<file path="config.mk">
export PLATFORM = sky130hd
export DESIGN_NAME = hum_notch_cascade_core
export DESIGN_NICKNAME = d
export VERILOG_FILES = /design/src/rtl/hnc_pkg.sv /design/src/rtl/hnc_mac.sv /design/src/rtl/hnc_hist.sv /design/src/rtl/hum_notch_cascade_core.sv
export SDC_FILE = /design/constraint.sdc
export NUM_CORES = 2
export LEC_CHECK = 0
export BUFFER_PORTS_ARGS = -buffer_cell sky130_fd_sc_hd__buf_2
export CELL_PAD_IN_SITES_DETAIL_PLACEMENT = 0
export CELL_PAD_IN_SITES_GLOBAL_PLACEMENT = 1
export CORE_ASPECT_RATIO = 1.1
export CORE_MARGIN = 2
export CORE_UTILIZATION = 48
export CTS_CLUSTER_SIZE = 30
export DETAILED_ROUTE_END_ITERATION = 8
export PLACE_DENSITY_LB_ADDON = 0.1
export SLEW_MARGIN = 5
export SYNTH_ARGS = -nofsm -noshare
export SYNTH_HDL_FRONTEND = slang
export SYNTH_SLANG_ARGS = --single-unit
</file>
<file path="constraint.sdc">
create_clock -name clk_i -period 10.7 [get_ports clk_i]
set_clock_uncertainty 0.2 [all_clocks]
set_input_delay 2.14 -clock clk_i [delete_from_list [all_inputs] [get_ports clk_i]]
set_output_delay 2.14 -clock clk_i [all_outputs]
set_load 0.005 [all_outputs]
</file>
<file path="src/rtl/hnc_pkg.sv">
// Shared constants and types for the hum notch cascade.
`default_nettype none

package hnc_pkg;

  // Build constants
  localparam int MaxStages   = 4;
  localparam int SampleW     = 24;
  localparam int CoefW       = 20;
  localparam int HistW       = 32;

  // Register map
  localparam int NumCoefRegs = 4;
  localparam int CfgIdxW     = 3;
  localparam int CfgDataW    = 3 * CoefW;
  localparam int StagesW     = 3;
  localparam logic [CfgIdxW-1:0] CfgStagesInUse = 3'd0;
  localparam logic [CfgIdxW-1:0] CfgStage1Coef  = 3'd1;

  // Derived widths
  localparam int StageW = (MaxStages > 1) ? $clog2(MaxStages) : 1;
  localparam int CntW   = $clog2(MaxStages + 1);
  localparam int OpW    = HistW + 1;
  localparam int ProdW  = OpW + CoefW;
  localparam int AccW   = ProdW + 1;
  localparam int DropW  = CoefW - 2;
  localparam int RndW   = AccW + 1;
  localparam int ShW    = RndW - DropW;

  // One stage's history: last two inputs and last two outputs
  typedef struct packed {
    logic signed [HistW-1:0] x1;
    logic signed [HistW-1:0] x2;
    logic signed [HistW-1:0] y1;
    logic signed [HistW-1:0] y2;
  } hist_row_t;

  // Sequencer control for the shared multiply-accumulate unit
  typedef struct packed {
    logic mul_en;
    logic acc_clr;
    logic acc_en;
    logic acc_sub;
  } mac_ctl_t;

endpackage

`default_nettype wire

</file>
<file path="src/rtl/hnc_mac.sv">
// Shared multiplier with registered product and accumulator.
`default_nettype none

module hnc_mac (
  input  wire                                logic clk_i,
  input  wire                                logic rst_ni,
  input  wire hnc_pkg::mac_ctl_t             ctl_i,
  input  wire logic signed [hnc_pkg::OpW-1:0]   opa_i,
  input  wire logic signed [hnc_pkg::CoefW-1:0] coef_i,
  output logic signed [hnc_pkg::AccW-1:0]       acc_o
);

  logic signed [hnc_pkg::ProdW-1:0] prod_d, prod_q;
  logic signed [hnc_pkg::AccW-1:0]  acc_d, acc_q;
  logic signed [hnc_pkg::AccW-1:0]  prod_ext;

  assign prod_d   = opa_i * coef_i;
  assign prod_ext = hnc_pkg::AccW'(prod_q);

  always_comb begin
    acc_d = acc_q;
    if (ctl_i.acc_clr) begin
      acc_d = '0;
    end else if (ctl_i.acc_en) begin
      acc_d = ctl_i.acc_sub ? (acc_q - prod_ext) : (acc_q + prod_ext);
    end
  end

  // product and accumulator are payload; rst_ni is used only by the assertions
  always_ff @(posedge clk_i) begin
    if (ctl_i.mul_en) begin
      prod_q <= prod_d;
    end
    acc_q <= acc_d;
  end

  assign acc_o = acc_q;

  // clear and accumulate never come together
  a_clr_excl: assert property (@(posedge clk_i) disable iff (!rst_ni)
    !(ctl_i.acc_clr && ctl_i.acc_en))
    else $error("accumulator clear with accumulate");

  // a cleared accumulator reads zero next cycle
  a_clr_zero: assert property (@(posedge clk_i) disable iff (!rst_ni)
    ctl_i.acc_clr |=> (acc_o == '0))
    else $error("accumulator not cleared");

  // accumulator only moves when told
  a_acc_hold: assert property (@(posedge clk_i) disable iff (!rst_ni)
    (!ctl_i.acc_clr && !ctl_i.acc_en) |=> $stable(acc_o))
    else $error("accumulator changed while idle");

endmodule

`default_nettype wire

</file>
<file path="src/rtl/hnc_hist.sv">
// Per-stage filter history rows with valid bits for clearing all rows at once.
`default_nettype none

module hnc_hist (
  input  wire logic                              clk_i,
  input  wire logic                              rst_ni,
  input  wire logic                              clr_all_i,
  input  wire logic [hnc_pkg::StageW-1:0]        rd_idx_i,
  output hnc_pkg::hist_row_t                     rd_row_o,
  input  wire logic                              wr_en_i,
  input  wire logic [hnc_pkg::StageW-1:0]        wr_idx_i,
  input  wire hnc_pkg::hist_row_t                wr_row_i
);

  hnc_pkg::hist_row_t                 row_q [hnc_pkg::MaxStages];
  logic [hnc_pkg::MaxStages-1:0]      valid_q;

  always_ff @(posedge clk_i or negedge rst_ni) begin
    if (!rst_ni) begin
      valid_q <= '0;
    end else if (clr_all_i) begin
      valid_q <= '0;
    end else if (wr_en_i) begin
      valid_q[wr_idx_i] <= 1'b1;
    end
  end

  always_ff @(posedge clk_i) begin
    if (wr_en_i) begin
      row_q[wr_idx_i] <= wr_row_i;
    end
  end

  // an invalid row reads as cleared history
  assign rd_row_o = valid_q[rd_idx_i] ? row_q[rd_idx_i] : '0;

  a_clr_empties: assert property (@(posedge clk_i) disable iff (!rst_ni)
    clr_all_i |=> (valid_q == '0))
    else $error("history clear left valid rows");

  a_no_wr_clr: assert property (@(posedge clk_i) disable iff (!rst_ni)
    !(clr_all_i && wr_en_i))
    else $error("history write during clear");

  a_wr_valid: assert property (@(posedge clk_i) disable iff (!rst_ni)
    wr_en_i |=> valid_q[$past(wr_idx_i)])
    else $error("written row not valid");

endmodule

`default_nettype wire

</file>
<file path="src/rtl/hum_notch_cascade_core.sv">
// Top level: hum remover, cascaded DF-I notch biquads on one shared MAC.
//
// Input channel: in_valid_i / in_stall_o carry one transaction per audio
// sample (sample_in_i, Q1.23, and start_of_buffer_i). A transaction is taken
// at a rising edge with in_valid_i high and in_stall_o low. start_of_buffer_i
// clears every stage history before that sample is filtered.
// Output channel: out_valid_o / out_stall_i carry one filtered sample
// (sample_out_o, Q1.23, saturated) per input transaction, in order.
// Config: cfg_we_i writes cfg_data_i to register cfg_index_i (0 = stages in
// use, 1..4 = packed Q2.18 g/c/r of stage 1..4); write only while idle.
// Timing: each stage runs on the shared multiplier as three products, the last
// accumulate, then round/saturate and history update. After the last stage in
// use the result is registered from ST_OUT and the input is taken again from
// ST_IDLE; a new sample is not accepted until the last one is registered.
// n = 0 goes straight from acceptance to ST_OUT to register the sample.
// The output register decouples the sides: a new sample is accepted and
// filtered while the previous result waits; the sequencer holds in its final
// step only if the output register is still full and stalled.
// Reset: histories clear, stages in use = 1, coefficients zero, no output.
`default_nettype none

module hum_notch_cascade_core (
  input  wire logic                               clk_i,
  input  wire logic                               rst_ni,
  // input channel
  input  wire logic                               in_valid_i,
  output logic                                    in_stall_o,
  input  wire logic signed [hnc_pkg::SampleW-1:0] sample_in_i,
  input  wire logic                               start_of_buffer_i,
  // output channel
  output logic                                    out_valid_o,
  input  wire logic                               out_stall_i,
  output logic signed [hnc_pkg::SampleW-1:0]      sample_out_o,
  // config write port
  input  wire logic                               cfg_we_i,
  input  wire logic [hnc_pkg::CfgIdxW-1:0]        cfg_index_i,
  input  wire logic [hnc_pkg::CfgDataW-1:0]       cfg_data_i
);

  typedef enum logic [3:0] {
    ST_IDLE = 4'b0001,
    ST_MUL  = 4'b0010,
    ST_FIN  = 4'b0100,
    ST_OUT  = 4'b1000
  } state_e;

  localparam int CW = hnc_pkg::CoefW;
  localparam int HW = hnc_pkg::HistW;
  localparam int SW = hnc_pkg::SampleW;

  // MAC step within one stage: three products, then the trailing accumulate
  localparam logic [1:0] TermGain   = 2'd0;
  localparam logic [1:0] TermCos    = 2'd1;
  localparam logic [1:0] TermRadius = 2'd2;
  localparam logic [1:0] TermLast   = 2'd3;

  state_e                          state_q, state_d;
  logic [1:0]                      term_q, term_d;
  logic [hnc_pkg::StageW-1:0]      stage_q, stage_d;
  logic [hnc_pkg::CntW-1:0]        n_q, n_d;
  logic signed [HW-1:0]            x_q, x_d;

  logic [hnc_pkg::StagesW-1:0]     stages_q;
  logic [hnc_pkg::CfgDataW-1:0]    coef_q [hnc_pkg::MaxStages];

  logic                            out_valid_q, out_valid_d;
  logic signed [SW-1:0]            sample_out_q;

  // --- config registers ---
  always_ff @(posedge clk_i or negedge rst_ni) begin
    if (!rst_ni) begin
      stages_q <= hnc_pkg::StagesW'(1);
      for (int k = 0; k < hnc_pkg::MaxStages; k++) begin
        coef_q[k] <= '0;
      end
    end else if (cfg_we_i) begin
      if (cfg_index_i == hnc_pkg::CfgStagesInUse) begin
        stages_q <= cfg_data_i[hnc_pkg::StagesW-1:0];
      end
      // stages beyond the register map keep zero coefficients
      for (int k = 0; k < hnc_pkg::MaxStages; k++) begin
        if (k < hnc_pkg::NumCoefRegs &&
            cfg_index_i == hnc_pkg::CfgStage1Coef + hnc_pkg::CfgIdxW'(k)) begin
          coef_q[k] <= cfg_data_i;
        end
      end
    end
  end

  // --- effective stage count, clipped to what is built ---
  logic [hnc_pkg::CntW-1:0] n_eff;
  always_comb begin
    if (32'(stages_q) > hnc_pkg::MaxStages) begin
      n_eff = hnc_pkg::CntW'(hnc_pkg::MaxStages);
    end else begin
      n_eff = hnc_pkg::CntW'(stages_q);
    end
  end

  // --- history rows ---
  hnc_pkg::hist_row_t row_rd, row_wr;
  logic               hist_clr, hist_we;

  hnc_hist u_hist (
    .clk_i     (clk_i),
    .rst_ni    (rst_ni),
    .clr_all_i (hist_clr),
    .rd_idx_i  (stage_q),
    .rd_row_o  (row_rd),
    .wr_en_i   (hist_we),
    .wr_idx_i  (stage_q),
    .wr_row_i  (row_wr)
  );

  // --- shared MAC: operand and coefficient select per term ---
  hnc_pkg::mac_ctl_t               mac_ctl;
  logic signed [hnc_pkg::OpW-1:0]  mac_opa;
  logic signed [CW-1:0]            mac_coef;
  logic signed [hnc_pkg::AccW-1:0] mac_acc;
  logic [hnc_pkg::CfgDataW-1:0]    coef_sel;

  assign coef_sel = coef_q[stage_q];

  always_comb begin
    unique case (term_q)
      TermGain: begin
        mac_opa  = hnc_pkg::OpW'(x_q) + hnc_pkg::OpW'(row_rd.x2);
        mac_coef = coef_sel[3*CW-1:2*CW];
      end
      TermCos: begin
        mac_opa  = hnc_pkg::OpW'(row_rd.x1) - hnc_pkg::OpW'(row_rd.y1);
        mac_coef = coef_sel[2*CW-1:CW];
      end
      TermRadius: begin
        mac_opa  = hnc_pkg::OpW'(row_rd.y2);
        mac_coef = coef_sel[CW-1:0];
      end
      default: begin
        mac_opa  = '0;
        mac_coef = '0;
      end
    endcase
  end

  hnc_mac u_mac (
    .clk_i  (clk_i),
    .rst_ni (rst_ni),
    .ctl_i  (mac_ctl),
    .opa_i  (mac_opa),
    .coef_i (mac_coef),
    .acc_o  (mac_acc)
  );

  // --- round half up, drop fraction bits, saturate to history width ---
  logic signed [hnc_pkg::RndW-1:0] rnd_sum;
  logic signed [hnc_pkg::ShW-1:0]  rnd_sh;
  logic signed [HW-1:0]            y_sat;

  assign rnd_sum = hnc_pkg::RndW'(mac_acc) +
                   (hnc_pkg::RndW'(1) <<< (hnc_pkg::DropW - 1));
  assign rnd_sh  = hnc_pkg::ShW'(rnd_sum >>> hnc_pkg::DropW);

  always_comb begin
    if (&rnd_sh[hnc_pkg::ShW-1:HW-1] || ~|rnd_sh[hnc_pkg::ShW-1:HW-1]) begin
      y_sat = rnd_sh[HW-1:0];
    end else begin
      y_sat = {rnd_sh[hnc_pkg::ShW-1], {(HW-1){~rnd_sh[hnc_pkg::ShW-1]}}};
    end
  end

  // stage shift: new input/output become x1/y1, old x1/y1 move to x2/y2
  always_comb begin
    row_wr.x1 = x_q;
    row_wr.x2 = row_rd.x1;
    row_wr.y1 = y_sat;
    row_wr.y2 = row_rd.y1;
  end

  // --- final saturation to sample width ---
  logic signed [SW-1:0] out_sat;
  always_comb begin
    if (&x_q[HW-1:SW-1] || ~|x_q[HW-1:SW-1]) begin
      out_sat = x_q[SW-1:0];
    end else begin
      out_sat = {x_q[HW-1], {(SW-1){~x_q[HW-1]}}};
    end
  end

  logic in_take, out_take, out_load, last_stage;

  assign in_stall_o  = (state_q != ST_IDLE);
  assign in_take     = in_valid_i && !in_stall_o;
  assign out_take    = out_valid_q && !out_stall_i;
  assign out_load    = (state_q == ST_OUT) && (!out_valid_q || !out_stall_i);
  assign last_stage  = (hnc_pkg::CntW'(stage_q) + hnc_pkg::CntW'(1)) == n_q;

  // --- sequencer ---
  always_comb begin
    state_d  = state_q;
    term_d   = term_q;
    stage_d  = stage_q;
    n_d      = n_q;
    x_d      = x_q;
    hist_clr = 1'b0;
    hist_we  = 1'b0;
    mac_ctl  = '0;

    unique case (state_q)
      ST_IDLE: begin
        if (in_take) begin
          hist_clr = start_of_buffer_i;
          x_d      = HW'(sample_in_i);
          n_d      = n_eff;
          stage_d  = '0;
          term_d   = TermGain;
          state_d  = (n_eff == '0) ? ST_OUT : ST_MUL;
        end
      end
      ST_MUL: begin
        mac_ctl.mul_en  = (term_q != TermLast);
        mac_ctl.acc_clr = (term_q == TermGain);
        mac_ctl.acc_en  = (term_q != TermGain);
        mac_ctl.acc_sub = (term_q == TermLast);   // subtract r*y2
        term_d          = term_q + 2'd1;
        if (term_q == TermLast) begin
          state_d = ST_FIN;
        end
      end
      ST_FIN: begin
        hist_we = 1'b1;
        x_d     = y_sat;
        term_d  = TermGain;
        if (last_stage) begin
          state_d = ST_OUT;
        end else begin
          stage_d = stage_q + hnc_pkg::StageW'(1);
          state_d = ST_MUL;
        end
      end
      ST_OUT: begin
        if (out_load) begin
          state_d = ST_IDLE;
        end
      end
      default: begin
        state_d = ST_IDLE;
      end
    endcase
  end

  always_comb begin
    out_valid_d = out_valid_q;
    if (out_load) begin
      out_valid_d = 1'b1;
    end else if (out_take) begin
      out_valid_d = 1'b0;
    end
  end

  always_ff @(posedge clk_i or negedge rst_ni) begin
    if (!rst_ni) begin
      state_q     <= ST_IDLE;
      term_q      <= TermGain;
      stage_q     <= '0;
      n_q         <= '0;
      out_valid_q <= 1'b0;
    end else begin
      state_q     <= state_d;
      term_q      <= term_d;
      stage_q     <= stage_d;
      n_q         <= n_d;
      out_valid_q <= out_valid_d;
    end
  end

  always_ff @(posedge clk_i) begin
    x_q <= x_d;
    if (out_load) begin
      sample_out_q <= out_sat;
    end
  end

  assign out_valid_o  = out_valid_q;
  assign sample_out_o = sample_out_q;

  // --- assertions ---
  a_stage_range: assert property (@(posedge clk_i) disable iff (!rst_ni)
    (state_q == ST_MUL || state_q == ST_FIN) |-> (hnc_pkg::CntW'(stage_q) < n_q))
    else $error("stage index beyond stages in use");

  a_bypass: assert property (@(posedge clk_i) disable iff (!rst_ni)
    (in_take && n_eff == '0) |=> (state_q == ST_OUT))
    else $error("zero-stage sample not passed straight through");

  a_fin_next: assert property (@(posedge clk_i) disable iff (!rst_ni)
    (state_q == ST_FIN) |=>
      ((state_q == ST_MUL && term_q == TermGain) || state_q == ST_OUT))
    else $error("bad step after stage finish");

  a_out_source: assert property (@(posedge clk_i) disable iff (!rst_ni)
    $rose(out_valid_o) |-> $past(state_q == ST_OUT))
    else $error("result appeared without finishing a sample");

  a_cfg_idle: assert property (@(posedge clk_i) disable iff (!rst_ni)
    cfg_we_i |-> (state_q == ST_IDLE))
    else $error("config write while busy");

endmodule

`default_nettype wire

</file>
==> results.cfg <==
[outcome]
status = finished, violations left
violations = negative setup slack

[critical_path]
arrival_ns = 10.94
path_max_fanout = 8
crit_slowest_cell = mux4_4
start_kind = flop
r2r_slack_ns = -0.003
cpPeakStageDelay_ns = 0.72
rr_startpoint = stage_q[0]$_DFFE_PN0P_
ff2ff_path_depth = 46
crit_required_ns = 10.94
path_class = flop to flop
critPathCaptureType = flop
worstReg2RegEnd = u_mac.prod_q[44]$_DFFE_PP_
cp_common_cell = buf_4

[layout]
syn2layout_area_growth_pct = 18.5
post_route_cells_drive_above_1_share = 0.252
nFillCells = 12155
mostFrequentLayoutCells = inv_1 (843), buf_4 (644), fa_1 (643), edfxtp_1 (621), nand2_1 (521)
fin_nets = 7677
layout_commonest_cell = inv_1
final_core_util = 0.571

[yosys]
synth_top_area_cell = edfxtp_1
ys_top_cells_by_area = edfxtp_1 (27%), fa_1 (19%), dfrtp_1 (9.4%), mux4_2 (5.1%), mux2_2 (4.9%)
ys_seq_area_frac = 0.383
synth_top_flop_cell = edfxtp_1
ys_async_sr_fraction = 0.277
postSynthCellCount = 6015
netlist_area_mm2 = 0.0684
ys_seq_elements = 934
ys_warn_count = 0
synth.distinct_cells = 83
syn_nets = 7025
synth.top_cell.area_share = 0.272
synth.avg_cell_area_um2 = 11.4
synth_edf_count = 621

[grt]
grt.total_usage = 0.280
antenna_found_initial = 11
gr-total-overflow = 0
grt_max_degree = 95
first_global_vias = 49975
grt_pass1_wl_um = 306000

[drt]
drtAntennaViolNets = 0
viasPerCell = 5.53
vias = 47949
finalWirelength_um = 200000
first_iter_violations = 3608
first_pass_iters = 5
drc = 0
wl_per_cell_um = 23.1

[clock_tree]
clkTransAtPathRegs_ns = 0.06
cts_num_sinks = 934
cts_hold_buffers = 0
h-tree-depth = 3
cts_tree = built
cts-root-buf = clkbuf_16
clock_path_buffers = 3
cts_inserted_buffers = 99
clk_latency_ns = 0.74

[place]
pre_cts_slack_ns = -0.190
gp_congestion = 0.899
port_buffers = 118
dpl.hpwl_um = 154000

[worst_hold_path]
hold_path_class = flop to flop
hold_depth = 2
hold_start = u_mac.acc_o[16]$_SDFFE_PP0P_
hold_end = u_mac.acc_o[16]$_SDFFE_PP0P_

[die]
ios = 119
dieArea_mm2 = 0.146
initial_utilization = 0.482
rows = 145
die_w_um = 364
die_h_um = 400
coreArea_mm2 = 0.142

[timing]
fin_crit_sh = 1.00
max_slew_margin = 0.104
timing.fmax_ghz = 0.0934
fin_ws_ns = -0.00330
final_hold_viol_count = 0
setup_viol_count_final = 1
worst_pin_slew_ns = 1.34
rsz0062_at_grt = true
period_minus_slack_ns = 10.70
slew_violations = 0

[flow_run]
cap_violations = 0
## stage by stage
| stage | setup TNS, ns | hold slack [ns] | instance area, um2 | std cells |
|---|---|---|---|---|
| 2_1_floorplan | -0.00598 | 0.232 | 68500 | 6015 |
| 3_3_place_gp | -0.506 | 0.241 | 76000 | 8429 |
| 3_5_place_dp | -1.15 | 0.255 | 76000 | 8429 |
| 4_1_cts | 0 | 0.268 | 79500 | 8617 |
| 5_1_grt | -3.14 | 0.296 | 81100 | 8665 |
| 6_report | -0.00330 | 0.268 | 81100 | 8669 |
## how the worst max path moves through the flow
stage | start | end | slack [ns] | depth (start not counted)
after floorplan | stage_q[0]$_DFFE_PN0P_ | u_mac.prod_q[52]$_DFFE_PP_ | -0.006 | 44
after global placement | stage_q[0]$_DFFE_PN0P_ | u_mac.prod_q[52]$_DFFE_PP_ | -0.16 | 41
after detailed placement | stage_q[0]$_DFFE_PN0P_ | u_mac.prod_q[52]$_DFFE_PP_ | -0.19 | 42
after CTS | stage_q[0]$_DFFE_PN0P_ | u_mac.prod_q[45]$_DFFE_PP_ | 0.004 | 42
after global routing | stage_q[0]$_DFFE_PN0P_ | u_mac.prod_q[44]$_DFFE_PP_ | -0.33 | 46
final | stage_q[0]$_DFFE_PN0P_ | u_mac.prod_q[44]$_DFFE_PP_ | -0.003 | 46
## critical path: cells and delay by family, from the launching register on
kind / cells / cell delay [ns]
and+or+nand+nor: 9 / 0.88
AOI/OAI and AO/OA: 10 / 1.99
DFF: 1 / 0.44
xor gates and xnor gates: 2 / 0.26
adders and majority gates: 9 / 3.94
buffers and inverters: 15 / 1.94
muxes: 1 / 0.72
## cells by family (layout without fill, tap and decap cells)
kind of cell,count (synthesis),count (layout),share of synthesized area
buf+inv,1142,1881,0.0632
fa+ha+maj,917,917,0.240
other cells,0,4,0
mux,499,499,0.107
xor+xnor,224,224,0.0287
compound gates,880,880,0.0829
simple gates,1419,1419,0.0954
flops,934,934,0.383
## routing by layer
| metal | global-route usage | wire length (um) |
|---|---|---|
| met3 | 0.0329 | 9890 |
| met5 | 0 | 68 |
| met4 | 0.0761 | 5740 |
| met2 | 0.465 | 95900 |
| met1 | 0.391 | 88700 |
## state kept, by name, summed over array words and instances, names as in the netlist, 3 cells and up
signal,count
coef_q,240
stages_q,3
u_mac.prod_q,53
n_q,3
state_q,4
u_hist.row_q,512
u_mac.acc_o,54
u_hist.valid_q,4
sample_out_o,24
x_q,32
## final cells by class
cell class / instances / area (um2) / area share
repair buffers: 830 / 6590 / 0.0812
flip-flops and latches: 934 / 26200 / 0.323
clock inverters: 63 / 822 / 0.0101
well taps: 1911 / 2390 / 0.0295
multi-input cells: 3939 / 39200 / 0.484
diodes: 4 / 10.0 / 0.000123
inverters: 863 / 3240 / 0.0400
clock buffers: 125 / 2610 / 0.0321
## cell usage after synthesis, types with 16 or more instances
master / instances
inv_1: 863
fa_1: 658
edfxtp_1: 621
nand2_1: 532
nor2_1: 384
mux2_2: 299
ha_1: 259
dfrtp_1: 257
a21oi_1: 243
clkbuf_1: 229
o21ai_0: 183
mux4_2: 156
a21o_1: 123
xnor2_1: 120
xor2_1: 104
and2_1: 102
nand2b_1: 74
nand3_1: 64
nor2b_1: 61
dfxtp_1: 54
o211ai_1: 45
mux2i_1: 44
nor3_1: 41
o21a_1: 40
and3_1: 39
a31oi_1: 32
nand4_1: 32
buf_1: 31
o31ai_1: 29
or3_1: 28
a211oi_1: 21
a22oi_1: 20
buf_2: 16
## what timing repair did
item,CTS,global route
gates cloned,0,4
buffers inserted,0,47
gates resized for setup,26,271
setup endpoints to repair,13,26
pin swaps,9,92
Power is left out: the tool's default activity adds up to more than one toggle a clock period on the data nets, which glitch-free logic cannot reach.
